**src/design/dda_pkg.sv**
```systemverilog
// Shared types, widths and codes for the clipped DDA line rasterizer.
// No dependencies; every other file of the block refers to it by scoped names.
`default_nettype none

package dda_pkg;

    // Fixed-point formats of endpoints and accumulators.
    localparam int COORD_FRAC_BITS = 4;
    localparam int STEP_FRAC_BITS  = 16;

    // Field widths of the input and result words.
    localparam int COORD_W   = 16;
    localparam int WIN_W     = 12;
    localparam int PIX_OUT_W = 12;
    localparam int COLOR_W   = 24;
    localparam int FRAME_W   = 11;

    // Derived datapath widths.
    localparam int DIFF_W    = COORD_W + 1;
    localparam int DELTA_W   = COORD_W;
    localparam int SUM_W     = DELTA_W + 1;
    localparam int STEPS_W   = SUM_W - COORD_FRAC_BITS;
    localparam int QUO_W     = STEP_FRAC_BITS + 1;
    localparam int INC_W     = QUO_W + 1;
    localparam int ACC_SHIFT = STEP_FRAC_BITS - COORD_FRAC_BITS;
    localparam int ACC_W     = COORD_W + ACC_SHIFT + 1;
    localparam int PIX_W     = ACC_W - STEP_FRAC_BITS;
    localparam int CMP_W     = ((PIX_W > WIN_W + 1) ? PIX_W : WIN_W + 1) + 1;
    localparam int CNT_W     = $clog2(QUO_W);
    localparam int ROUND_UP  = (1 << COORD_FRAC_BITS) - 1;

    localparam logic [SUM_W-1:0] STEP_ROUND    = SUM_W'(ROUND_UP);
    localparam logic [ACC_W-1:0] ACC_FRAC_MASK = ACC_W'((1 << STEP_FRAC_BITS) - 1);
    localparam logic [CNT_W-1:0] DIV_LAST      = CNT_W'(QUO_W - 1);

    // Configuration port.
    localparam int CFG_IDX_W  = 1;
    localparam int CFG_DATA_W = FRAME_W;

    localparam logic [CFG_IDX_W-1:0] REG_FRAME_WIDTH  = CFG_IDX_W'(0);
    localparam logic [CFG_IDX_W-1:0] REG_FRAME_HEIGHT = CFG_IDX_W'(1);

    localparam logic [FRAME_W-1:0] FRAME_WIDTH_RST  = FRAME_W'(400);
    localparam logic [FRAME_W-1:0] FRAME_HEIGHT_RST = FRAME_W'(294);

    // Kind of an input word.
    typedef enum logic {
        KIND_LINE = 1'b0,
        KIND_STEP = 1'b1
    } t_kind;

    typedef struct packed {
        t_kind                      kind;
        logic signed [COORD_W-1:0]  start_x;
        logic signed [COORD_W-1:0]  start_y;
        logic signed [COORD_W-1:0]  end_x;
        logic signed [COORD_W-1:0]  end_y;
        logic        [COLOR_W-1:0]  line_color;
        logic signed [WIN_W-1:0]    window_x;
        logic signed [WIN_W-1:0]    window_y;
    } t_line_word;

    typedef struct packed {
        logic signed [PIX_OUT_W-1:0] pixel_x;
        logic signed [PIX_OUT_W-1:0] pixel_y;
        logic        [COLOR_W-1:0]   pixel_color;
        logic                        write_enable;
        logic                        last;
    } t_pix_word;

    // Commands from the controller to the datapath.
    typedef struct packed {
        logic load_line;
        logic setup;
        logic find_max;
        logic div_init;
        logic div_step;
        logic div_first;
        logic load_inc;
        logic emit_pixel;
        logic emit_empty;
    } t_dp_cmd;

    // Status from the datapath to the controller.
    typedef struct packed {
        logic line_active;
        logic len_zero;
    } t_dp_stat;

endpackage

`default_nettype wire

```
**src/design/dda_line_if.sv**
```systemverilog
// Input channel of the rasterizer: valid/ready handshake carrying a line word.
// Depends on dda_pkg for the word type.
`default_nettype none

interface dda_line_if;
    logic                valid;
    logic                ready;
    dda_pkg::t_line_word word;

    modport source (output valid, output word, input ready);
    modport sink   (input valid, input word, output ready);
endinterface

`default_nettype wire

```
**src/design/dda_pix_if.sv**
```systemverilog
// Output channel of the rasterizer: valid/ready handshake carrying a pixel word.
// Depends on dda_pkg for the word type.
`default_nettype none

interface dda_pix_if;
    logic               valid;
    logic               ready;
    dda_pkg::t_pix_word word;

    modport source (output valid, output word, input ready);
    modport sink   (input valid, input word, output ready);
endinterface

`default_nettype wire

```
**src/design/clipped_dda_line_rasterizer.sv**
```systemverilog
// Top level of the clipped DDA line rasterizer: joins controller and datapath.
// Depends on dda_pkg, dda_line_if, dda_pix_if, dda_ctrl and dda_dp.
//
//   Channel   Dir  Handshake        Word
//   i_line    in   valid / ready    kind, endpoints, color, window origin
//   o_pix     out  valid / ready    pixel x/y, color, write flag, last
//   i_cfg_*   in   write enable     frame_width (index 0), frame_height (index 1)
//
// A step word gives one pixel from the accumulators, or an empty word
// when no line is active. A line word runs setup, step count, then the
// 17-step serial divide for the increments, before pixel 0 is registered.
// A zero-length line gives a single empty word in place of pixels.
// Reset is synchronous and active low; it resets control state only.
// A word waits in the output register while o_pix is stalled; input is
// taken again in the cycle the pending word is taken.
`default_nettype none

module clipped_dda_line_rasterizer (
    input  wire logic                           i_clk,
    input  wire logic                           i_rst_n,
    input  wire logic                           i_cfg_we,
    input  wire logic [dda_pkg::CFG_IDX_W-1:0]  i_cfg_index,
    input  wire logic [dda_pkg::CFG_DATA_W-1:0] i_cfg_wdata,
    dda_line_if.sink                            i_line,
    dda_pix_if.source                           o_pix
);

    dda_pkg::t_dp_cmd  cmd;
    dda_pkg::t_dp_stat stat;

    dda_ctrl u_ctrl (
        .i_clk       (i_clk),
        .i_rst_n     (i_rst_n),
        .i_in_valid  (i_line.valid),
        .i_in_kind   (i_line.word.kind),
        .o_in_ready  (i_line.ready),
        .i_out_ready (o_pix.ready),
        .o_out_valid (o_pix.valid),
        .o_cmd       (cmd),
        .i_stat      (stat)
    );

    dda_dp u_dp (
        .i_clk       (i_clk),
        .i_rst_n     (i_rst_n),
        .i_cmd       (cmd),
        .o_stat      (stat),
        .i_word      (i_line.word),
        .i_cfg_we    (i_cfg_we),
        .i_cfg_index (i_cfg_index),
        .i_cfg_wdata (i_cfg_wdata),
        .o_word      (o_pix.word)
    );

`ifndef NO_ASSERTIONS
    // A line word blocks input while its setup runs.
    a_line_blocks: assert property (@(posedge i_clk) disable iff (!i_rst_n)
        (i_line.valid && i_line.ready && i_line.word.kind == dda_pkg::KIND_LINE)
        |=> !i_line.ready)
        else $error("input ready during line setup");

    // A step word always yields a word in the next cycle.
    a_step_emits: assert property (@(posedge i_clk) disable iff (!i_rst_n)
        (i_line.valid && i_line.ready && i_line.word.kind == dda_pkg::KIND_STEP)
        |=> o_pix.valid)
        else $error("step word produced no output word");

    // A pending word that is not last implies the line is still running.
    a_not_last_active: assert property (@(posedge i_clk) disable iff (!i_rst_n)
        (o_pix.valid && !o_pix.word.last) |-> stat.line_active)
        else $error("non-last pixel without an active line");
`endif

endmodule

`default_nettype wire

```
**src/design/dda_div.sv**
```systemverilog
// Bit-serial restoring divider that forms one increment magnitude, one
// quotient bit per step. Depends on dda_pkg for widths.
`default_nettype none

module dda_div (
    input  wire logic                        i_clk,
    input  wire logic                        i_init,
    input  wire logic                        i_step,
    input  wire logic                        i_first,
    input  wire logic [dda_pkg::DELTA_W-1:0] i_num,
    input  wire logic [dda_pkg::DELTA_W-1:0] i_den,
    output logic      [dda_pkg::QUO_W-1:0]   o_quo
);

    logic [dda_pkg::DELTA_W-1:0] r_rem;
    logic [dda_pkg::QUO_W-1:0]   r_quo;
    logic [dda_pkg::DELTA_W-1:0] n_rem;
    logic [dda_pkg::DELTA_W:0]   trial;
    logic [dda_pkg::DELTA_W:0]   diff;
    logic                        ge;

    // The first step tests the integer bit without a shift; the numerator never
    // exceeds the divisor, so the remainder always stays below the divisor.
    always_comb begin
        trial = i_first ? {1'b0, r_rem} : {r_rem, 1'b0};
        diff  = trial - {1'b0, i_den};
        ge    = (trial >= {1'b0, i_den});
        n_rem = ge ? diff[dda_pkg::DELTA_W-1:0] : trial[dda_pkg::DELTA_W-1:0];
    end

    // Remainder and quotient shift register.
    always_ff @(posedge i_clk) begin
        if (i_init) begin
            r_rem <= i_num;
            r_quo <= '0;
        end else if (i_step) begin
            r_rem <= n_rem;
            r_quo <= {r_quo[dda_pkg::QUO_W-2:0], ge};
        end
    end

    assign o_quo = r_quo;

endmodule

`default_nettype wire

```
**src/design/dda_ctrl.sv**
```systemverilog
// Controller of the rasterizer: sequences line setup, the serial division and
// pixel emission, and owns both handshakes. Depends on dda_pkg.
`default_nettype none

module dda_ctrl (
    input  wire logic              i_clk,
    input  wire logic              i_rst_n,
    input  wire logic              i_in_valid,
    input  dda_pkg::t_kind         i_in_kind,
    output logic                   o_in_ready,
    input  wire logic              i_out_ready,
    output logic                   o_out_valid,
    output dda_pkg::t_dp_cmd       o_cmd,
    input  dda_pkg::t_dp_stat      i_stat
);

    typedef enum logic [2:0] {
        S_IDLE,
        S_SETUP,
        S_MAX,
        S_DIV,
        S_INC,
        S_FIRST
    } t_state;

    t_state                    r_state;
    t_state                    n_state;
    logic [dda_pkg::CNT_W-1:0] r_cnt;
    logic [dda_pkg::CNT_W-1:0] n_cnt;
    logic                      r_out_valid;
    logic                      n_out_valid;
    logic                      out_free;
    dda_pkg::t_dp_cmd          cmd;

    // Next state, commands and input ready.
    always_comb begin
        out_free   = !r_out_valid || i_out_ready;
        cmd        = '0;
        n_state    = r_state;
        n_cnt      = r_cnt;
        o_in_ready = 1'b0;
        unique case (r_state)
            S_IDLE: begin
                o_in_ready = out_free;
                if (i_in_valid && out_free) begin
                    if (i_in_kind == dda_pkg::KIND_LINE) begin
                        cmd.load_line = 1'b1;
                        n_state       = S_SETUP;
                    end else if (i_stat.line_active) begin
                        cmd.emit_pixel = 1'b1;
                    end else begin
                        cmd.emit_empty = 1'b1;
                    end
                end
            end
            S_SETUP: begin
                cmd.setup = 1'b1;
                n_state   = S_MAX;
            end
            S_MAX: begin
                cmd.find_max = 1'b1;
                cmd.div_init = 1'b1;
                n_cnt        = '0;
                n_state      = S_DIV;
            end
            S_DIV: begin
                if (i_stat.len_zero) begin
                    // A zero-length line ends with an empty word.
                    if (out_free) begin
                        cmd.emit_empty = 1'b1;
                        n_state        = S_IDLE;
                    end
                end else begin
                    cmd.div_step  = 1'b1;
                    cmd.div_first = (r_cnt == '0);
                    n_cnt         = r_cnt + dda_pkg::CNT_W'(1);
                    if (r_cnt == dda_pkg::DIV_LAST) begin
                        n_state = S_INC;
                    end
                end
            end
            S_INC: begin
                cmd.load_inc = 1'b1;
                n_state      = S_FIRST;
            end
            S_FIRST: begin
                if (out_free) begin
                    cmd.emit_pixel = 1'b1;
                    n_state        = S_IDLE;
                end
            end
            default: begin
                n_state = S_IDLE;
            end
        endcase
        n_out_valid = (cmd.emit_pixel || cmd.emit_empty) ? 1'b1 :
                      (i_out_ready ? 1'b0 : r_out_valid);
    end

    // State, division counter and output valid.
    always_ff @(posedge i_clk) begin
        if (!i_rst_n) begin
            r_state     <= S_IDLE;
            r_cnt       <= '0;
            r_out_valid <= 1'b0;
        end else begin
            r_state     <= n_state;
            r_cnt       <= n_cnt;
            r_out_valid <= n_out_valid;
        end
    end

    assign o_cmd       = cmd;
    assign o_out_valid = r_out_valid;

endmodule

`default_nettype wire

```
**src/design/dda_dp.sv**
```systemverilog
// Datapath of the rasterizer: endpoint registers, step count, two serial
// dividers, accumulators, window test and the output word register.
// Depends on dda_pkg and dda_div.
`default_nettype none

module dda_dp (
    input  wire logic                           i_clk,
    input  wire logic                           i_rst_n,
    input  dda_pkg::t_dp_cmd                    i_cmd,
    output dda_pkg::t_dp_stat                   o_stat,
    input  dda_pkg::t_line_word                 i_word,
    input  wire logic                           i_cfg_we,
    input  wire logic [dda_pkg::CFG_IDX_W-1:0]  i_cfg_index,
    input  wire logic [dda_pkg::CFG_DATA_W-1:0] i_cfg_wdata,
    output dda_pkg::t_pix_word                  o_word
);

    // Truncate an accumulator toward zero to a whole pixel.
    function automatic logic signed [dda_pkg::PIX_W-1:0] to_pixel(
        input logic signed [dda_pkg::ACC_W-1:0] acc
    );
        logic [dda_pkg::ACC_W-1:0] biased;
        biased = acc + (acc[dda_pkg::ACC_W-1] ? dda_pkg::ACC_FRAC_MASK : '0);
        return biased[dda_pkg::ACC_W-1:dda_pkg::STEP_FRAC_BITS];
    endfunction

    // Control registers.
    logic [dda_pkg::FRAME_W-1:0] r_frame_w;
    logic [dda_pkg::FRAME_W-1:0] r_frame_h;
    logic [dda_pkg::STEPS_W-1:0] r_left;

    // Line registers.
    logic signed [dda_pkg::COORD_W-1:0] r_sx, r_sy, r_ex, r_ey;
    logic        [dda_pkg::COLOR_W-1:0] r_color;
    logic signed [dda_pkg::WIN_W-1:0]   r_win_x, r_win_y;
    logic        [dda_pkg::DELTA_W-1:0] r_dx_mag, r_dy_mag, r_m;
    logic                               r_dy_neg;
    logic signed [dda_pkg::ACC_W-1:0]   r_acc_x, r_acc_y;
    logic signed [dda_pkg::INC_W-1:0]   r_inc_x, r_inc_y;
    dda_pkg::t_pix_word                 r_out;

    // Combinational values.
    logic                               swap;
    logic signed [dda_pkg::DIFF_W-1:0]  dx_full, dy_up, dy_down;
    logic                               dy_neg;
    logic signed [dda_pkg::ACC_W-1:0]   acc_sx, acc_sy;
    logic        [dda_pkg::DELTA_W-1:0] m;
    logic        [dda_pkg::SUM_W-1:0]   steps_sum;
    logic        [dda_pkg::QUO_W-1:0]   quo_x, quo_y;
    logic signed [dda_pkg::INC_W-1:0]   inc_x_mag, inc_y_mag;
    logic signed [dda_pkg::PIX_W-1:0]   px, py;
    logic signed [dda_pkg::CMP_W-1:0]   px_c, py_c, wx_c, wy_c, fw_c, fh_c, wx_hi, wy_hi;
    logic                               in_window;
    dda_pkg::t_pix_word                 pix_word;
    dda_pkg::t_pix_word                 empty_word;

    // Endpoint order, deltas, step count and increments.
    always_comb begin
        swap      = (i_word.start_x > i_word.end_x);
        dx_full   = dda_pkg::DIFF_W'(r_ex) - dda_pkg::DIFF_W'(r_sx);
        dy_up     = dda_pkg::DIFF_W'(r_ey) - dda_pkg::DIFF_W'(r_sy);
        dy_down   = dda_pkg::DIFF_W'(r_sy) - dda_pkg::DIFF_W'(r_ey);
        dy_neg    = (r_sy > r_ey);
        acc_sx    = dda_pkg::ACC_W'(r_sx) <<< dda_pkg::ACC_SHIFT;
        acc_sy    = dda_pkg::ACC_W'(r_sy) <<< dda_pkg::ACC_SHIFT;
        m         = (r_dx_mag > r_dy_mag) ? r_dx_mag : r_dy_mag;
        steps_sum = dda_pkg::SUM_W'(m) + dda_pkg::STEP_ROUND;
        inc_x_mag = $signed({1'b0, quo_x});
        inc_y_mag = $signed({1'b0, quo_y});
    end

    // Pixel position and strict window test from the current accumulators.
    always_comb begin
        px     = to_pixel(r_acc_x);
        py     = to_pixel(r_acc_y);
        px_c   = dda_pkg::CMP_W'(px);
        py_c   = dda_pkg::CMP_W'(py);
        wx_c   = dda_pkg::CMP_W'(r_win_x);
        wy_c   = dda_pkg::CMP_W'(r_win_y);
        fw_c   = dda_pkg::CMP_W'(r_frame_w);
        fh_c   = dda_pkg::CMP_W'(r_frame_h);
        wx_hi  = wx_c + fw_c;
        wy_hi  = wy_c + fh_c;
        in_window = (px_c > wx_c) && (px_c < wx_hi) && (py_c > wy_c) && (py_c < wy_hi);

        pix_word.pixel_x      = px[dda_pkg::PIX_OUT_W-1:0];
        pix_word.pixel_y      = py[dda_pkg::PIX_OUT_W-1:0];
        pix_word.pixel_color  = r_color;
        pix_word.write_enable = in_window;
        pix_word.last         = (r_left == dda_pkg::STEPS_W'(1));

        empty_word      = '0;
        empty_word.last = 1'b1;
    end

    // Increment dividers, one per axis, sharing the step sequence.
    dda_div u_div_x (
        .i_clk   (i_clk),
        .i_init  (i_cmd.div_init),
        .i_step  (i_cmd.div_step),
        .i_first (i_cmd.div_first),
        .i_num   (r_dx_mag),
        .i_den   (r_m),
        .o_quo   (quo_x)
    );

    dda_div u_div_y (
        .i_clk   (i_clk),
        .i_init  (i_cmd.div_init),
        .i_step  (i_cmd.div_step),
        .i_first (i_cmd.div_first),
        .i_num   (r_dy_mag),
        .i_den   (r_m),
        .o_quo   (quo_y)
    );

    // Window size registers and the count of pixels still to emit.
    always_ff @(posedge i_clk) begin
        if (!i_rst_n) begin
            r_frame_w <= dda_pkg::FRAME_WIDTH_RST;
            r_frame_h <= dda_pkg::FRAME_HEIGHT_RST;
            r_left    <= '0;
        end else begin
            if (i_cfg_we) begin
                unique case (i_cfg_index)
                    dda_pkg::REG_FRAME_WIDTH:  r_frame_w <= i_cfg_wdata;
                    dda_pkg::REG_FRAME_HEIGHT: r_frame_h <= i_cfg_wdata;
                    default: begin
                    end
                endcase
            end
            if (i_cmd.load_line) begin
                r_left <= '0;
            end else if (i_cmd.find_max) begin
                r_left <= steps_sum[dda_pkg::SUM_W-1:dda_pkg::COORD_FRAC_BITS];
            end else if (i_cmd.emit_pixel) begin
                r_left <= r_left - dda_pkg::STEPS_W'(1);
            end
        end
    end

    // Line data, accumulators and the output word.
    always_ff @(posedge i_clk) begin
        if (i_cmd.load_line) begin
            r_sx    <= swap ? i_word.end_x   : i_word.start_x;
            r_sy    <= swap ? i_word.end_y   : i_word.start_y;
            r_ex    <= swap ? i_word.start_x : i_word.end_x;
            r_ey    <= swap ? i_word.start_y : i_word.end_y;
            r_color <= i_word.line_color;
            r_win_x <= i_word.window_x;
            r_win_y <= i_word.window_y;
        end
        if (i_cmd.setup) begin
            r_dx_mag <= dx_full[dda_pkg::DELTA_W-1:0];
            r_dy_mag <= dy_neg ? dy_down[dda_pkg::DELTA_W-1:0] : dy_up[dda_pkg::DELTA_W-1:0];
            r_dy_neg <= dy_neg;
            r_acc_x  <= acc_sx;
            r_acc_y  <= acc_sy;
        end
        if (i_cmd.find_max) begin
            r_m <= m;
        end
        if (i_cmd.load_inc) begin
            r_inc_x <= inc_x_mag;
            r_inc_y <= r_dy_neg ? -inc_y_mag : inc_y_mag;
        end
        // The accumulators run one pixel ahead of the word just emitted.
        if (i_cmd.emit_pixel) begin
            r_out   <= pix_word;
            r_acc_x <= r_acc_x + dda_pkg::ACC_W'(r_inc_x);
            r_acc_y <= r_acc_y + dda_pkg::ACC_W'(r_inc_y);
        end else if (i_cmd.emit_empty) begin
            r_out <= empty_word;
        end
    end

    assign o_stat.line_active = (r_left != '0);
    assign o_stat.len_zero    = (r_m == '0);
    assign o_word             = r_out;

endmodule

`default_nettype wire

```
**src/flat_wrapper.sv**
```systemverilog
// flat-port wrapper written by rule: the top's interface ports become plain ports
module clipped_dda_line_rasterizer_flat 
  (i_clk, i_rst_n, i_cfg_we, i_cfg_index, i_cfg_wdata, i_line_valid, i_line_word, i_line_ready, o_pix_valid, o_pix_word, o_pix_ready);
  dda_line_if i_line_i ();
  dda_pix_if o_pix_i ();
  input  wire logic i_clk;
  input  wire logic i_rst_n;
  input  wire logic i_cfg_we;
  input  wire logic [dda_pkg::CFG_IDX_W-1:0] i_cfg_index;
  input  wire logic [dda_pkg::CFG_DATA_W-1:0] i_cfg_wdata;
  input wire logic [$bits(i_line_i.valid)-1:0] i_line_valid;
  input wire logic [$bits(i_line_i.word)-1:0] i_line_word;
  output wire logic [$bits(i_line_i.ready)-1:0] i_line_ready;
  output wire logic [$bits(o_pix_i.valid)-1:0] o_pix_valid;
  output wire logic [$bits(o_pix_i.word)-1:0] o_pix_word;
  input wire logic [$bits(o_pix_i.ready)-1:0] o_pix_ready;
  assign i_line_i.valid = i_line_valid;
  assign i_line_i.word = i_line_word;
  assign i_line_ready = i_line_i.ready;
  assign o_pix_valid = o_pix_i.valid;
  assign o_pix_word = o_pix_i.word;
  assign o_pix_i.ready = o_pix_ready;
  clipped_dda_line_rasterizer u_core (.i_clk(i_clk), .i_rst_n(i_rst_n), .i_cfg_we(i_cfg_we), .i_cfg_index(i_cfg_index), .i_cfg_wdata(i_cfg_wdata), .i_line(i_line_i), .o_pix(o_pix_i));
endmodule
```
**config.mk**
```make
export PLATFORM = sky130hd
export DESIGN_NAME = clipped_dda_line_rasterizer_flat
export DESIGN_NICKNAME = d
export VERILOG_FILES = /design/src/design/dda_pkg.sv /design/src/design/dda_line_if.sv /design/src/design/dda_pix_if.sv /design/src/design/clipped_dda_line_rasterizer.sv /design/src/design/dda_div.sv /design/src/design/dda_ctrl.sv /design/src/design/dda_dp.sv /design/src/flat_wrapper.sv
export SDC_FILE = /design/constraint.sdc
export NUM_CORES = 1
export LEC_CHECK = 0
export ABC_AREA = 1
export BUFFER_PORTS_ARGS = -buffer_cell sky130_fd_sc_hd__buf_2
export CELL_PAD_IN_SITES_DETAIL_PLACEMENT = 0
export CELL_PAD_IN_SITES_GLOBAL_PLACEMENT = 1
export CORE_MARGIN = 2
export CORE_UTILIZATION = 42
export DETAILED_ROUTE_END_ITERATION = 8
export PLACE_DENSITY_LB_ADDON = 0.1
export SLEW_MARGIN = 20
export SYNTH_ARGS = -nofsm -noshare
export SYNTH_HDL_FRONTEND = slang
export SYNTH_SLANG_ARGS = --single-unit
```
**constraint.sdc**
```tcl
create_clock -name i_clk -period 6.3 [get_ports i_clk]
set_input_delay 0.315 -clock i_clk [delete_from_list [all_inputs] [get_ports i_clk]]
set_output_delay 0.315 -clock i_clk [all_outputs]
set_load 0.01 [all_outputs]
```
### Word level (Yosys, flattened, before mapping)

Index checks and enable logic that the tools add are counted.

* add/subtract/negate cells: 15
* magnitude comparators: 9
* eq/ne operators: 11
* mux-type cells: 52
* bitwise operators: 2
* reductions and logical operators: 22

Operators by type and width (number)
* 16-bit 2-to-1 mux: 14
* 29-bit 2-to-1 mux: 4
* 50-bit 2-to-1 mux: 2
* 16-bit subtractor: 5
* 29-bit by 16-bit adder with 29-bit output: 2
* 29-bit by 18-bit adder with 29-bit output: 2
* 17-bit 2-to-1 mux: 3
* 16-bit greater-than comparator: 3
* 17-bit by 16-bit greater-or-equal comparator with 1-bit output: 2
* 12-bit by 12-bit adder with 13-bit output: 2
* 13-bit by 12-bit greater-than comparator with 1-bit output: 2
* 13-bit less-than comparator: 2
* 13-bit 2-to-1 mux: 2
* 17-bit negator with 18-bit output: 1
* 3-bit case mux with 6 select lines: 1
* 16-bit by 4-bit adder with 17-bit output (second input constant): 1
* 16-bit zero test: 1
* 3-bit 2-to-1 mux: 5
* 13-bit by 1-bit == test with 1-bit output (second input constant): 1
* 13-bit nonzero test: 1
* 13-bit by 1-bit subtractor with 13-bit output (second input constant): 1
* 1-bit 2-to-1 mux: 12
* 2-bit nonzero test: 6
* 2-bit 2-to-1 mux: 5
* 19 further kinds: 31

* register bits after elaboration: 414
* input port bits: 130
* word-level logic and storage cells: 142

### Depth between registers and ports, before layout

Gate-level depths: netlist (run 1).

* word-level depth: 8
* depth in mapped cells: 28
* depth with buffers taken out: 28

### Hierarchy

From an unflattened synthesis (run 1), not the netlist that was laid out.

* cells, all modules: 3697
* area total of the unflattened synthesis: 29218.0 um^2

Modules (own cells, without submodules)
* dda_dp: instances 1, cells each 2743, area each 22856.9 um^2
* dda_div: instances 2, cells each 430, area each 2879.0 um^2
* dda_ctrl: instances 1, cells each 94, area each 603.1 um^2

### Worst setup path after synthesis (run 1)

No wires, ideal clock.

* path type: register -> register
* start point: register u_core.u_ctrl.r_state[0]
* end point: register u_core.u_dp.r_left[0] (netlist name)
* library setup time: 0.117 ns
* data arrival time: 6.456 ns
* data required time: 6.183 ns
* setup slack: -0.274 ns
* stages on the path, launching flop included: 11
* buffers on the path: 0
* period minus slack after synthesis: 6.574 ns
* cells stage by stage: dfxtp_1 -> nor2_1 -> inv_1 -> nor2_1 -> inv_1 -> nor2_1 -> nor2_1 -> inv_1 -> a21oi_1 -> o221ai_1 -> inv_1

RTL lines
* from (decl): RTL line dda_ctrl.sv:26 `t_state r_state;`
* from (signal assigned): RTL line dda_ctrl.sv:107 `r_state <= n_state;`
* to (signal assigned): RTL line dda_dp.sv:135 `r_left <= steps_sum[dda_pkg::SUM_W-1:dda_pkg::COORD_FRAC_BITS];`
* to (signal assigned): RTL line dda_dp.sv:137 `r_left <= r_left - dda_pkg::STEPS_W'(1);`
* to (decl): RTL line dda_dp.sv:30 `logic [dda_pkg::STEPS_W-1:0] r_left;`

### Worst setup path after layout (run 1)

* start point: register u_core.u_ctrl.r_state[2]
* end point: register u_core.u_dp.u_div_y.r_rem[7] (netlist name) (data pin)

* word-level cells in the longest chain between the ends: 7

Ends and longest elaborated chain
* 3-bit by 2-bit == test with 1-bit output: RTL line dda_ctrl.sv:42 `unique case (r_state)`
* 2-bit 2-to-1 mux: RTL line dda_ctrl.sv:42
* 17-bit 2-to-1 mux: RTL line dda_div.sv:25 `trial = i_first ? {1'b0, r_rem} : {r_rem, 1'b0};`
* 16-bit subtractor or 17-bit by 16-bit greater-or-equal comparator with 1-bit output (tied branches): RTL line dda_div.sv:26, dda_div.sv:27
* 16-bit 2-to-1 mux: RTL line dda_div.sv:28 `n_rem = ge ? diff[dda_pkg::DELTA_W-1:0] : trial[dda_pkg::DELTA_W-1:0];`
* 16-bit 2-to-1 mux: RTL line dda_div.sv:36 `end else if (i_step) begin`
* 16-bit 2-to-1 mux (*): RTL line dda_div.sv:33 `if (i_init) begin`
* to (signal assigned): RTL line dda_div.sv:34 `r_rem <= i_num;`
* to (signal assigned): RTL line dda_div.sv:37 `r_rem <= n_rem;`
* to (decl): RTL line dda_div.sv:15 `logic [dda_pkg::DELTA_W-1:0] r_rem;`

Every way passes the cells marked *; elsewhere a longest branch is shown, timed or not. The select of a mux whose other input is x is not followed.
A chain may end at the register's enable or synchronous reset.

==> impl_metrics.toml, run 1 <==
[status]
status = "finished, final reports clean"

[sta]
setup_viol = 0
tns_ns = 0
relSlewSlack = 0.266
skew_ns = 0.0218
tightest_slew_ns = 1.10
slew_viol_final = 0
rsz0062_at_grt = "no"
min_period_over_period = 0.785
min_period_ns = 4.95
hold_viol = 0
setup_ws_ns = 1.35
fmax_ghz = 0.202

[placed_design]
port-buffer-count = 181
post-place-ws_ns = 1.45
gp_congestion = 0.920
dpl.hpwl_mm = 61.9

[setup_path]
path_class = "register to register"
timing.rr.end = "u_core.u_dp.u_div_y.r_rem[7]$_DFFE_PP_"
worst_setup_path_end_kind = "register"
ff2ff_path_depth = 16
worstPathMaxFanout = 21
start_kind = "register"
worstPathArrival_ns = 5.25
rrSetupSlack_ns = 1.35
cp.required_ns = 6.60
r2r-start = "u_core.u_ctrl.r_state[2]$_SDFFE_PN0P_"

[power_and_ir_drop]
power_mw = 17.4
seq_power_share = 0.295
power_frac_clock = 0.169
power.leakage_nw = 14.7
switching_share = 0.460
ir_worst_vdd_mv = 0.301
pwr-share-comb = 0.535
p_int_mw = 9.40
p_switching_mw = 8.00
pwr_density_cell_nw_per_um2 = 543

[layout]
final_nets = 4008
multiInputGateArea_um2 = 13700
fillers = 6383
syn_to_final_growth_pct = 15.5
drive_above_1_share = 0.0980
register_area_um2 = 11700

[synthesis]
synth_edf_count = 336
yosysUniqueCellTypes = 68
synthCells = 3358
ys_async_sr_fraction = 0
synth-xor-area-share = 0.0426
synth-main-ff-cell = "edfxtp_1"
ys_seq_elements = 414
synth_top_family_by_area = "simple AND/OR/NAND/NOR gates"
synth-compound-area-share = 0.133
syn_area_per_cell_um2 = 8.26
yosys.area_share.simple = 0.194
synthAdderAreaFrac = 0.121
syn_area_um2 = 27700
synth.mux.area_fraction = 0.00180
yosysWarningCount = 0
synth_nets = 3751
synth.yosys.seq_area_share = 0.420

[drt]
antenna_left = 0
via_per_inst = 5.10
vias = 23052
totalWireLength_mm = 79.2
drt_iter0_drc = 1386
avgRoutedWirePerCell_um = 17.5
route.detailed.drc = 0
dr.pass1.iters = 5

[grt]
grt_usage = 0.231
grt_max_degree = 129
grt_pass1_wl_mm = 123
antenna_found_initial = 8
grt_pass1_vias = 22505
overflow = 0

[min_path]
min_path_type = "input pin to register"
hold_path_startpoint = "i_line_word[84]"
holdPathEnd = "u_core.u_dp.r_sy[4]$_DFFE_PP_"
whs_path_depth = 3

[floorplanning]
rows = 94
core_area_um2 = 65600
initial_utilization = 0.423
die_h_um = 261
ios = 182
die_w_um = 261
die-area_um2 = 68100

[clocking]
cts-htree-levels = 2
cts_buffer_depth = 3
clk_pin_slew_worst_paths_ns = 0.06
cts.root.buffer_cell = "clkbuf_16"
cts_tree = "built"
clk_latency_ns = 0.60
cts_made_buffers = 50
clock_sinks = 414
cts_resized = 0

[flow_run]
maxCapViolCount = 0
-- cells in the final DEF, fill, tap and decap left out, drive strengths merged, types with 92 or more instances in the layout --
| cell type | n |
|---|---|
| a21oi | 226 |
| buf | 194 |
| edfxtp | 336 |
| ha | 254 |
| inv | 557 |
| nand2 | 704 |
| nand3 | 145 |
| nor2 | 273 |
| o21ai | 290 |
| xor2 | 92 |
-- routing by layer --
| layer | GRT usage | up-vias | routed length [um] |
|---|---|---|---|
| li1 | - | 11795 | - |
| met1 | 0.316 | 10729 | 37200 |
| met2 | 0.384 | 400 | 36900 |
| met3 | 0.0308 | 124 | 3090 |
| met4 | 0.0671 | 4 | 2070 |
| met5 | 0 | - | 27 |
-- through the flow --
step | std cells | hold slack [ns] | area (um2) | util
6_report | 4520 | 0.0347 | 32100 | 0.488
5_1_grt | 4518 | 0.0237 | 32100 | 0.488
4_1_cts | 4517 | 0.000623 | 32000 | 0.488
3_5_place_dp | 4343 | 0.414 | 29500 | 0.450
3_3_place_gp | 4343 | 0.414 | 29500 | 0.450
2_1_floorplan | 3358 | 0.408 | 27700 | -
-- state kept, by name, indices dropped and copies added (netlist names), 16 cells and up --
name / cells
u_core.u_dp.r_dy_mag: 16
u_core.u_dp.r_sy: 16
u_core.u_dp.r_inc_y: 18
u_core.u_dp.u_div_y.o_quo: 17
u_core.u_dp.u_div_y.r_rem: 16
u_core.u_dp.r_dx_mag: 16
u_core.u_dp.r_m: 16
u_core.u_dp.r_ex: 16
u_core.u_dp.r_inc_x: 17
u_core.u_dp.r_sx: 16
u_core.u_dp.o_word: 50
u_core.u_dp.r_ey: 16
u_core.u_dp.r_acc_x: 29
u_core.u_dp.r_acc_y: 29
u_core.u_dp.u_div_x.o_quo: 17
u_core.u_dp.u_div_x.r_rem: 16
u_core.u_dp.r_color: 24
-- worst max-delay path by stage --
stage / from / endpoint / slack (ns) / cells after the start
after floorplan: u_core.u_ctrl.r_state[1]$_SDFFE_PN0P_ / u_core.u_dp.r_acc_x[0]$_SDFFCE_PN0P_ / 1.15 / 3
after global placement: u_core.u_ctrl.r_state[0]$_SDFFE_PN0P_ / u_core.u_dp.u_div_y.r_rem[3]$_DFFE_PP_ / 1.57 / 17
after detailed placement: u_core.u_ctrl.r_state[2]$_SDFFE_PN0P_ / u_core.u_dp.u_div_y.r_rem[7]$_DFFE_PP_ / 1.45 / 16
after CTS: u_core.u_ctrl.r_state[2]$_SDFFE_PN0P_ / u_core.u_dp.u_div_y.r_rem[7]$_DFFE_PP_ / 1.45 / 16
after global routing: u_core.u_ctrl.r_state[2]$_SDFFE_PN0P_ / u_core.u_dp.u_div_y.r_rem[7]$_DFFE_PP_ / 0.98 / 16
final: u_core.u_ctrl.r_state[2]$_SDFFE_PN0P_ / u_core.u_dp.u_div_y.r_rem[7]$_DFFE_PP_ / 1.35 / 16
-- worst max-delay path: stages (launching register included) --
cell       delay (ns)
dfxtp_1          0.41
nor3_4           0.36
inv_2            0.10
nor2_4           0.17
nand4_4          0.23
inv_1            0.65
o21ai_0          0.25
ha_1             0.40
a21oi_1          0.18
o21ai_0          0.12
nand2_1          0.07
o2111ai_1        0.20
a21oi_1          0.31
o21a_1           0.50
inv_2            0.32
o211ai_1         0.25
o21ai_1          0.12
-- repair_timing --
action | in CTS | in global routing
endpoints found under the hold margin | 86 | 0
hold buffers | 83 | 0
setup endpoints to repair | 0 | 0
buffers inserted | 0 | 0
-- cell type report --
cell class	instances	share of cell area
Inverter	556	0.0652
Multi-Input combinational cell	2316	0.428
Clock buffer	62	0.0421
Tap cell	864	0.0337
Antenna cell	2	0.000156
Sequential cell	414	0.363
Timing Repair Buffer	277	0.0578
Clock inverter	29	0.00968
-- kinds of logic after synthesis --
group | Yosys count
simple gates | 1251
compound gates | 662
buf+inv | 628
flops | 414
fa+ha+maj | 263
xor+xnor | 135
mux | 5
-- cell usage after synthesis (all sizes together) (11+ instances only) --
cell / n / area, um2
dfxtp: 78 / 1560
a31oi: 20 / 125
edfxtp: 336 / 10100
ha: 254 / 3180
a21o: 11 / 82.6
o21ai: 290 / 1480
clkbuf: 32 / 120
nand2: 704 / 2700
nand4: 41 / 284
xnor2: 43 / 377
nor2: 273 / 1090
o22ai: 36 / 225
nor3: 42 / 236
xor2: 92 / 806
a211oi: 12 / 95.1
o21bai: 12 / 90.1
nand3b: 13 / 97.6
or2: 20 / 125
buf: 40 / 226
nand3: 145 / 763
a21oi: 226 / 1130
inv: 553 / 2080
-- power groups by stage --
stage                     Sequential, mW  Combinational, mW  Clock [mW]
final                               5.14               9.32        2.94
after floorplan                     5.04               6.75           0
after detailed placement            5.20               9.26           0
after global placement              5.19               9.15           0
after global routing                5.24               10.6        3.12
after CTS                           5.15               9.35        3.02
(Power assumes the default switching activity.)
==> run 2, diff against run 1 <==
--- a/config.mk
+++ b/config.mk
@@ -10,7 +10,7 @@
 export CELL_PAD_IN_SITES_DETAIL_PLACEMENT = 0
 export CELL_PAD_IN_SITES_GLOBAL_PLACEMENT = 1
 export CORE_MARGIN = 2
-export CORE_UTILIZATION = 42
+export CORE_UTILIZATION = 47
 export DETAILED_ROUTE_END_ITERATION = 8
 export PLACE_DENSITY_LB_ADDON = 0.1
 export SLEW_MARGIN = 20
==> constraint.sdc (replaced) <==
create_clock -name i_clk -period 4.8 [get_ports i_clk]
set_input_delay 0.24 -clock i_clk [delete_from_list [all_inputs] [get_ports i_clk]]
set_output_delay 0.24 -clock i_clk [all_outputs]
set_load 0.01 [all_outputs]
==> impl_metrics.toml, run 2 (synthesis results as in run 1) <==
[power_and_ir_drop]
pwr-share-comb = 0.542
ir_worst_vdd_mv = 0.366
seq_power_share = 0.296
p_switching_mw = 10.4
power_frac_clock = 0.161
power.leakage_nw = 14.9
switching_share = 0.461
p_int_mw = 12.2
pwr_density_cell_nw_per_um2 = 702

[placed_design]
post-place-ws_ns = 0.521
gp_congestion = 0.934
port-buffer-count = 181
dpl.hpwl_mm = 60.0

[sta]
min_period_over_period = 0.907
setup_ws_ns = 0.446
setup_viol = 0
fmax_ghz = 0.230
tns_ns = 0
slew_viol_final = 0
skew_ns = 0.0199
relSlewSlack = 0.310
hold_viol = 0
rsz0062_at_grt = "no"
tightest_slew_ns = 1.03
min_period_ns = 4.35

[layout]
largest_register_ffs = 50
final_nets = 4052
mostFrequentLayoutCells = "nand2_1, inv_1, edfxtp_1"
final_common_cell = "nand2_1"
syn_to_final_growth_pct = 16.4
drive_above_1_share = 0.0993

[setup_path]
cp.required_ns = 5.14
start_kind = "register"
worstPathMaxFanout = 18
slowest_stage = "edfxtp_1"
cpMostUsedCell = "nand2_1"
crit_chain = "ha_1, nand4_1, nor3_1, nand2_1, nand2_1, nand2_1, nor3_2, nand2_1, nor2_2, nand2_1, xor2_1, inv_1, ha_1, nand2_1, nor4_1, nand4_1, o21ai_0, a21oi_1, nand3_1, nor2_1, nand3_1, nor2_1"
worst_setup_path_end_kind = "register"
path_delay_family = "simple AND/OR/NAND/NOR gates"
worstPathArrival_ns = 4.69
critPathBufInv = 1
max_stage_delay_ns = 0.70
path_class = "register to register"

[clocking]
cts_made_buffers = 47
clock_sinks = 414
cts_tree = "built"
cts-htree-levels = 2
clk_pin_slew_worst_paths_ns = 0.06
clk_latency_ns = 0.58
cts_buffer_depth = 3
cts.root.buffer_cell = "clkbuf_16"

[floorplanning]
die-area_um2 = 61000
rows = 89
core_area_um2 = 58700
ios = 182
die_h_um = 247
initial_utilization = 0.473
die_w_um = 247

[grt]
grt_pass1_vias = 22800
overflow = 0
grt_max_degree = 104
antenna_found_initial = 0
grt_pass1_wl_mm = 120
grt_usage = 0.252

[flow_run]
maxCapViolCount = 0

[drt]
vias = 23328
avgRoutedWirePerCell_um = 17.3
totalWireLength_mm = 77.3
via_per_inst = 5.22
dr.pass1.iters = 6
antenna_left = 0
route.detailed.drc = 0
drt_iter0_drc = 1387

[status]
status = "finished, final reports clean"

[min_path]
min_path_type = "input pin to register"
-- run 2: changes by cell type in the layout (fill, tap and decap cells not counted), sizes merged --
cell         previous run  this run
buf                   194       202
bufinv                  6         4
clkbuf                 62        58
clkinv                 19        21
clkinvlp                3         5
diode                   2         1
dlygate4sd3            83       122
inv                   557       554
-- run 2: path summary, 6_finish.rpt --
path / cells past startpoint / startpoint / slack (ns) / end
worst max-delay path: 22 / u_core.u_dp.r_acc_y[28]$_DFFE_PP_ / 0.45 / u_core.u_dp.o_word[1]$_SDFFCE_PN0P_
worst min-delay path: 3 / i_line_word[101] / 0.03 / u_core.u_dp.r_sx[5]$_DFFE_PP_
worst max register to register: 22 / u_core.u_dp.r_acc_y[28]$_DFFE_PP_ / 0.45 / u_core.u_dp.o_word[1]$_SDFFCE_PN0P_
worst min register to register: 0 / u_core.u_dp.u_div_x.o_quo[0]$_SDFFE_PP0P_ / 0.42 / u_core.u_dp.r_inc_x[0]$_DFFE_PP_
-- run 2: area by class of cell --
type | instances | area (um2)
Multi-Input combinational cell | 2316 | 13700
Inverter | 556 | 2090
Clock inverter | 28 | 264
Fill cell | 5425 | 26400
Sequential cell | 414 | 11700
Antenna cell | 1 | 2.50
Tap cell | 773 | 967
Timing Repair Buffer | 324 | 2300
Clock buffer | 58 | 1300
-- run 2: repair_timing --
item	in CTS	in global routing
buffers inserted	0	2
gates resized for setup	0	1
setup endpoints to repair	0	1
hold buffers	122	0
endpoints found under the hold margin	131	0
-- run 2: per-layer routing --
metal,wire [um],global-route usage,vias to the layer above
met5,0,0,-
met4,1940,0.0687,0
met3,4840,0.0420,105
met2,36000,0.419,514
met1,34600,0.338,10838
li1,-,-,11871
-- run 2: power groups by stage --
| stage | logic, mW | clock network, mW | registers, mW |
|---|---|---|---|
| 3_3_place_gp | 12.0 | 0 | 6.76 |
| 3_5_place_dp | 12.1 | 0 | 6.79 |
| 2_1_floorplan | 8.86 | 0 | 6.60 |
| 6_report | 12.3 | 3.66 | 6.72 |
| 5_1_grt | 13.9 | 3.87 | 6.85 |
| 4_1_cts | 12.3 | 3.75 | 6.73 |
-- run 2: worst register-to-register path, stage by stage, from the launching register on --
cell,delay (ns)
edfxtp_1,0.70
ha_1,0.47
nand4_1,0.13
nor3_1,0.26
nand2_1,0.12
nand2_1,0.11
nand2_1,0.13
nor3_2,0.21
nand2_1,0.12
nor2_2,0.25
nand2_1,0.10
xor2_1,0.19
inv_1,0.09
ha_1,0.31
nand2_1,0.06
nor4_1,0.29
nand4_1,0.11
o21ai_0,0.16
a21oi_1,0.06
nand3_1,0.08
nor2_1,0.06
nand3_1,0.08
nor2_1,0.05
-- run 2: per-stage QoR --
| stage | total power [mW] | hold slack (ns) | cells | util | instance area (um2) |
|---|---|---|---|---|---|
| after floorplan | 15.5 | 0.339 | 3358 | - | 27700 |
| after global placement | 18.7 | 0.412 | 4259 | 0.502 | 29500 |
| after detailed placement | 18.9 | 0.414 | 4259 | 0.502 | 29500 |
| after CTS | 22.7 | 0.00148 | 4467 | 0.550 | 32300 |
| after global routing | 24.7 | 0.0286 | 4469 | 0.550 | 32300 |
| final | 22.7 | 0.0266 | 4470 | 0.550 | 32300 |
==> run 3, diff against run 2 <==
--- a/config.mk
+++ b/config.mk
@@ -16,4 +16,5 @@
 export SLEW_MARGIN = 20
 export SYNTH_ARGS = -nofsm -noshare
 export SYNTH_HDL_FRONTEND = slang
+export SYNTH_HIERARCHICAL = 1
 export SYNTH_SLANG_ARGS = --single-unit
==> impl_metrics.toml, run 3 <==
[status]
status = "finished, final reports clean"

[placed_design]
gp_congestion = 0.910
port-buffer-count = 181
place_area_um2 = 30900
dpl.hpwl_mm = 61.6
post-place-ws_ns = 0.563
dp_cells = 4652

[layout]
largest_register_ffs = 50
syn_to_final_growth_pct = 15.1
fin_cells = 4847
mostFrequentLayoutCells = "nand2_1, inv_1, edfxtp_1"
fillers = 5891
drive_above_1_share = 0.109
utilization = 0.546
final_common_cell = "nand2_1"
diodes = 0
final_area_um2 = 33600
final_nets = 4364

[clocking]
clk_latency_ns = 0.59
post_cts_buffers = 0
cts_tree = "built"
cts_buffer_depth = 3
clock_sinks = 414
clk_pin_slew_worst_paths_ns = 0.06
cts.root.buffer_cell = "clkbuf_16"
cts-htree-levels = 2
cts_resized = 0
cts_hold_buf = 105
cts_made_buffers = 48

[grt]
grt_pass1_wl_mm = 126
antenna_found_initial = 0
grt_max_degree = 65
grt_usage = 0.248
overflow = 0
grt_pass1_vias = 23315

[synthesis]
synth_edf_count = 336
synth_top_area_cell = "edfxtp_1"
yosys.area_share.simple = 0.246
synth-compound-area-share = 0.110
synth_common_cells = "nand2_1, inv_1, edfxtp_1"
synth_nets = 4090
synthCells = 3697
synth_top_family_by_area = "simple AND/OR/NAND/NOR gates"
ys_async_sr_fraction = 0
synth-main-ff-cell = "edfxtp_1"
yosysWarningCount = 6
yosysUniqueCellTypes = 62
synth-xor-area-share = 0.0363
synth_area_leaders = "edfxtp_1, ha_1, nand2_1, inv_1, dfxtp_1"
synth.mux.area_fraction = 0.000343
syn_area_um2 = 29200
synth.yosys.seq_area_share = 0.399
synthAdderAreaFrac = 0.115
synth.top_cell.area_share = 0.345
syn_area_per_cell_um2 = 7.90
synth.most_common_cell = "nand2_1"
ys_seq_elements = 414

[drt]
antenna_left = 0
avgRoutedWirePerCell_um = 16.5
vias = 24518
via_per_inst = 5.06
dr.pass1.iters = 5
route.detailed.drc = 0
totalWireLength_mm = 80.2
drt_iter0_drc = 1739

[floorplanning]
die-area_um2 = 64200
initial_utilization = 0.474
core_area_um2 = 61600
rows = 91
die_w_um = 253
ios = 182
die_h_um = 253

[setup_path]
worstPathArrival_ns = 4.60
crit_chain = "ha_1, nand4_1, nor3_1, nand2_1, nand2_1, nand2_1, nor2_1, nand2_1, inv_1, nand2_1, nor2_1, nor2_1, nor2_1, ha_1, nand2_1, or4_1, nor3_1, nor2_1, nand3_1, nor2_1, nand3_1, nor2_1"
path_class = "register to register"
slowest_stage = "edfxtp_1"
max_stage_delay_ns = 0.64
cp.required_ns = 5.15
cpMostUsedCell = "nor2_1"
start_kind = "register"
worst_setup_path_end_kind = "register"
worstPathMaxFanout = 17

[power_and_ir_drop]
ir_worst_vdd_mv = 0.316
power.leakage_nw = 15.7
pwr_density_cell_nw_per_um2 = 690

[sta]
min_period_over_period = 0.885
setup_ws_ns = 0.553
rsz0062_at_grt = "no"
relSlewSlack = 0.348
slew_viol_final = 0
setup_viol = 0
skew_ns = 0.0228
min_period_ns = 4.25
hold_viol = 0
tightest_slew_ns = 0.976
fmax_ghz = 0.235
tns_ns = 0

[flow_run]
maxCapViolCount = 0

[min_path]
min_path_type = "input pin to register"
## run 3: path summary, 6_finish.rpt
| path | endpoint | slack [ns] | start | cells past startpoint |
|---|---|---|---|---|
| hold reg to reg | u_core/u_dp/r_inc_x[15]$_DFFE_PP_ | 0.43 | u_core/u_dp/u_div_x/o_quo[15]$_SDFFE_PP0P_ | 0 |
| setup / recovery | u_core/u_dp/o_word[1]$_SDFFCE_PN0P_ | 0.55 | u_core/u_dp/r_acc_y[28]$_DFFE_PP_ | 22 |
| setup reg to reg | u_core/u_dp/o_word[1]$_SDFFCE_PN0P_ | 0.55 | u_core/u_dp/r_acc_y[28]$_DFFE_PP_ | 22 |
| hold / removal | u_core/u_dp/r_ey[15]$_DFFE_PP_ | 0.04 | i_line_word[95] | 3 |
## run 3: layout make-up
type                            instances  area, um2  area share
Multi-Input combinational cell       2585      14900       0.442
Sequential cell                       414      11700       0.347
Inverter                              616       2320      0.0691
Timing Repair Buffer                  306       2150      0.0640
Clock buffer                           57       1240      0.0370
Tap cell                              837       1050      0.0311
Clock inverter                         32        348      0.0103
## run 3: cells by family after synthesis
logic type / count (synthesis)
muxes: 1
and+or+nand+nor: 1615
xor gates and xnor gates: 121
buffers and inverters: 698
AOI/OAI and AO/OA: 585
adders and majority gates: 263
DFF: 414
## run 3: report_power, final
group	total (mW)	leakage (nW)	switching [mW]	internal (mW)
logic	13.0	11.2	8.61	4.40
clock network	3.71	0.755	1.53	2.19
registers	6.50	3.77	0.870	5.63
total	23.2	15.7	11.0	12.2
## run 3: per-layer routing
metal / track usage / share of wire
met5: 0 / 0
met4: 0.0588 / 0.021
met3: 0.0279 / 0.048
met2: 0.401 / 0.45
met1: 0.356 / 0.48
## run 3: through the flow
stage	total power [mW]	hold WS, ns
global placement	19.4	0.413
detailed placement	19.4	0.413
CTS	23.3	0.00396
finish	23.2	0.0429
floorplan	15.9	0.339
global route	25.3	0.0506
## run 3: worst max-delay path: cells and delay by family (launching register included)
family | cells | cell delay (ns)
DFF | 1 | 0.64
and+or+nand+nor | 19 | 2.57
adders and majority gates | 2 | 0.65
buffers and inverters | 1 | 0.15
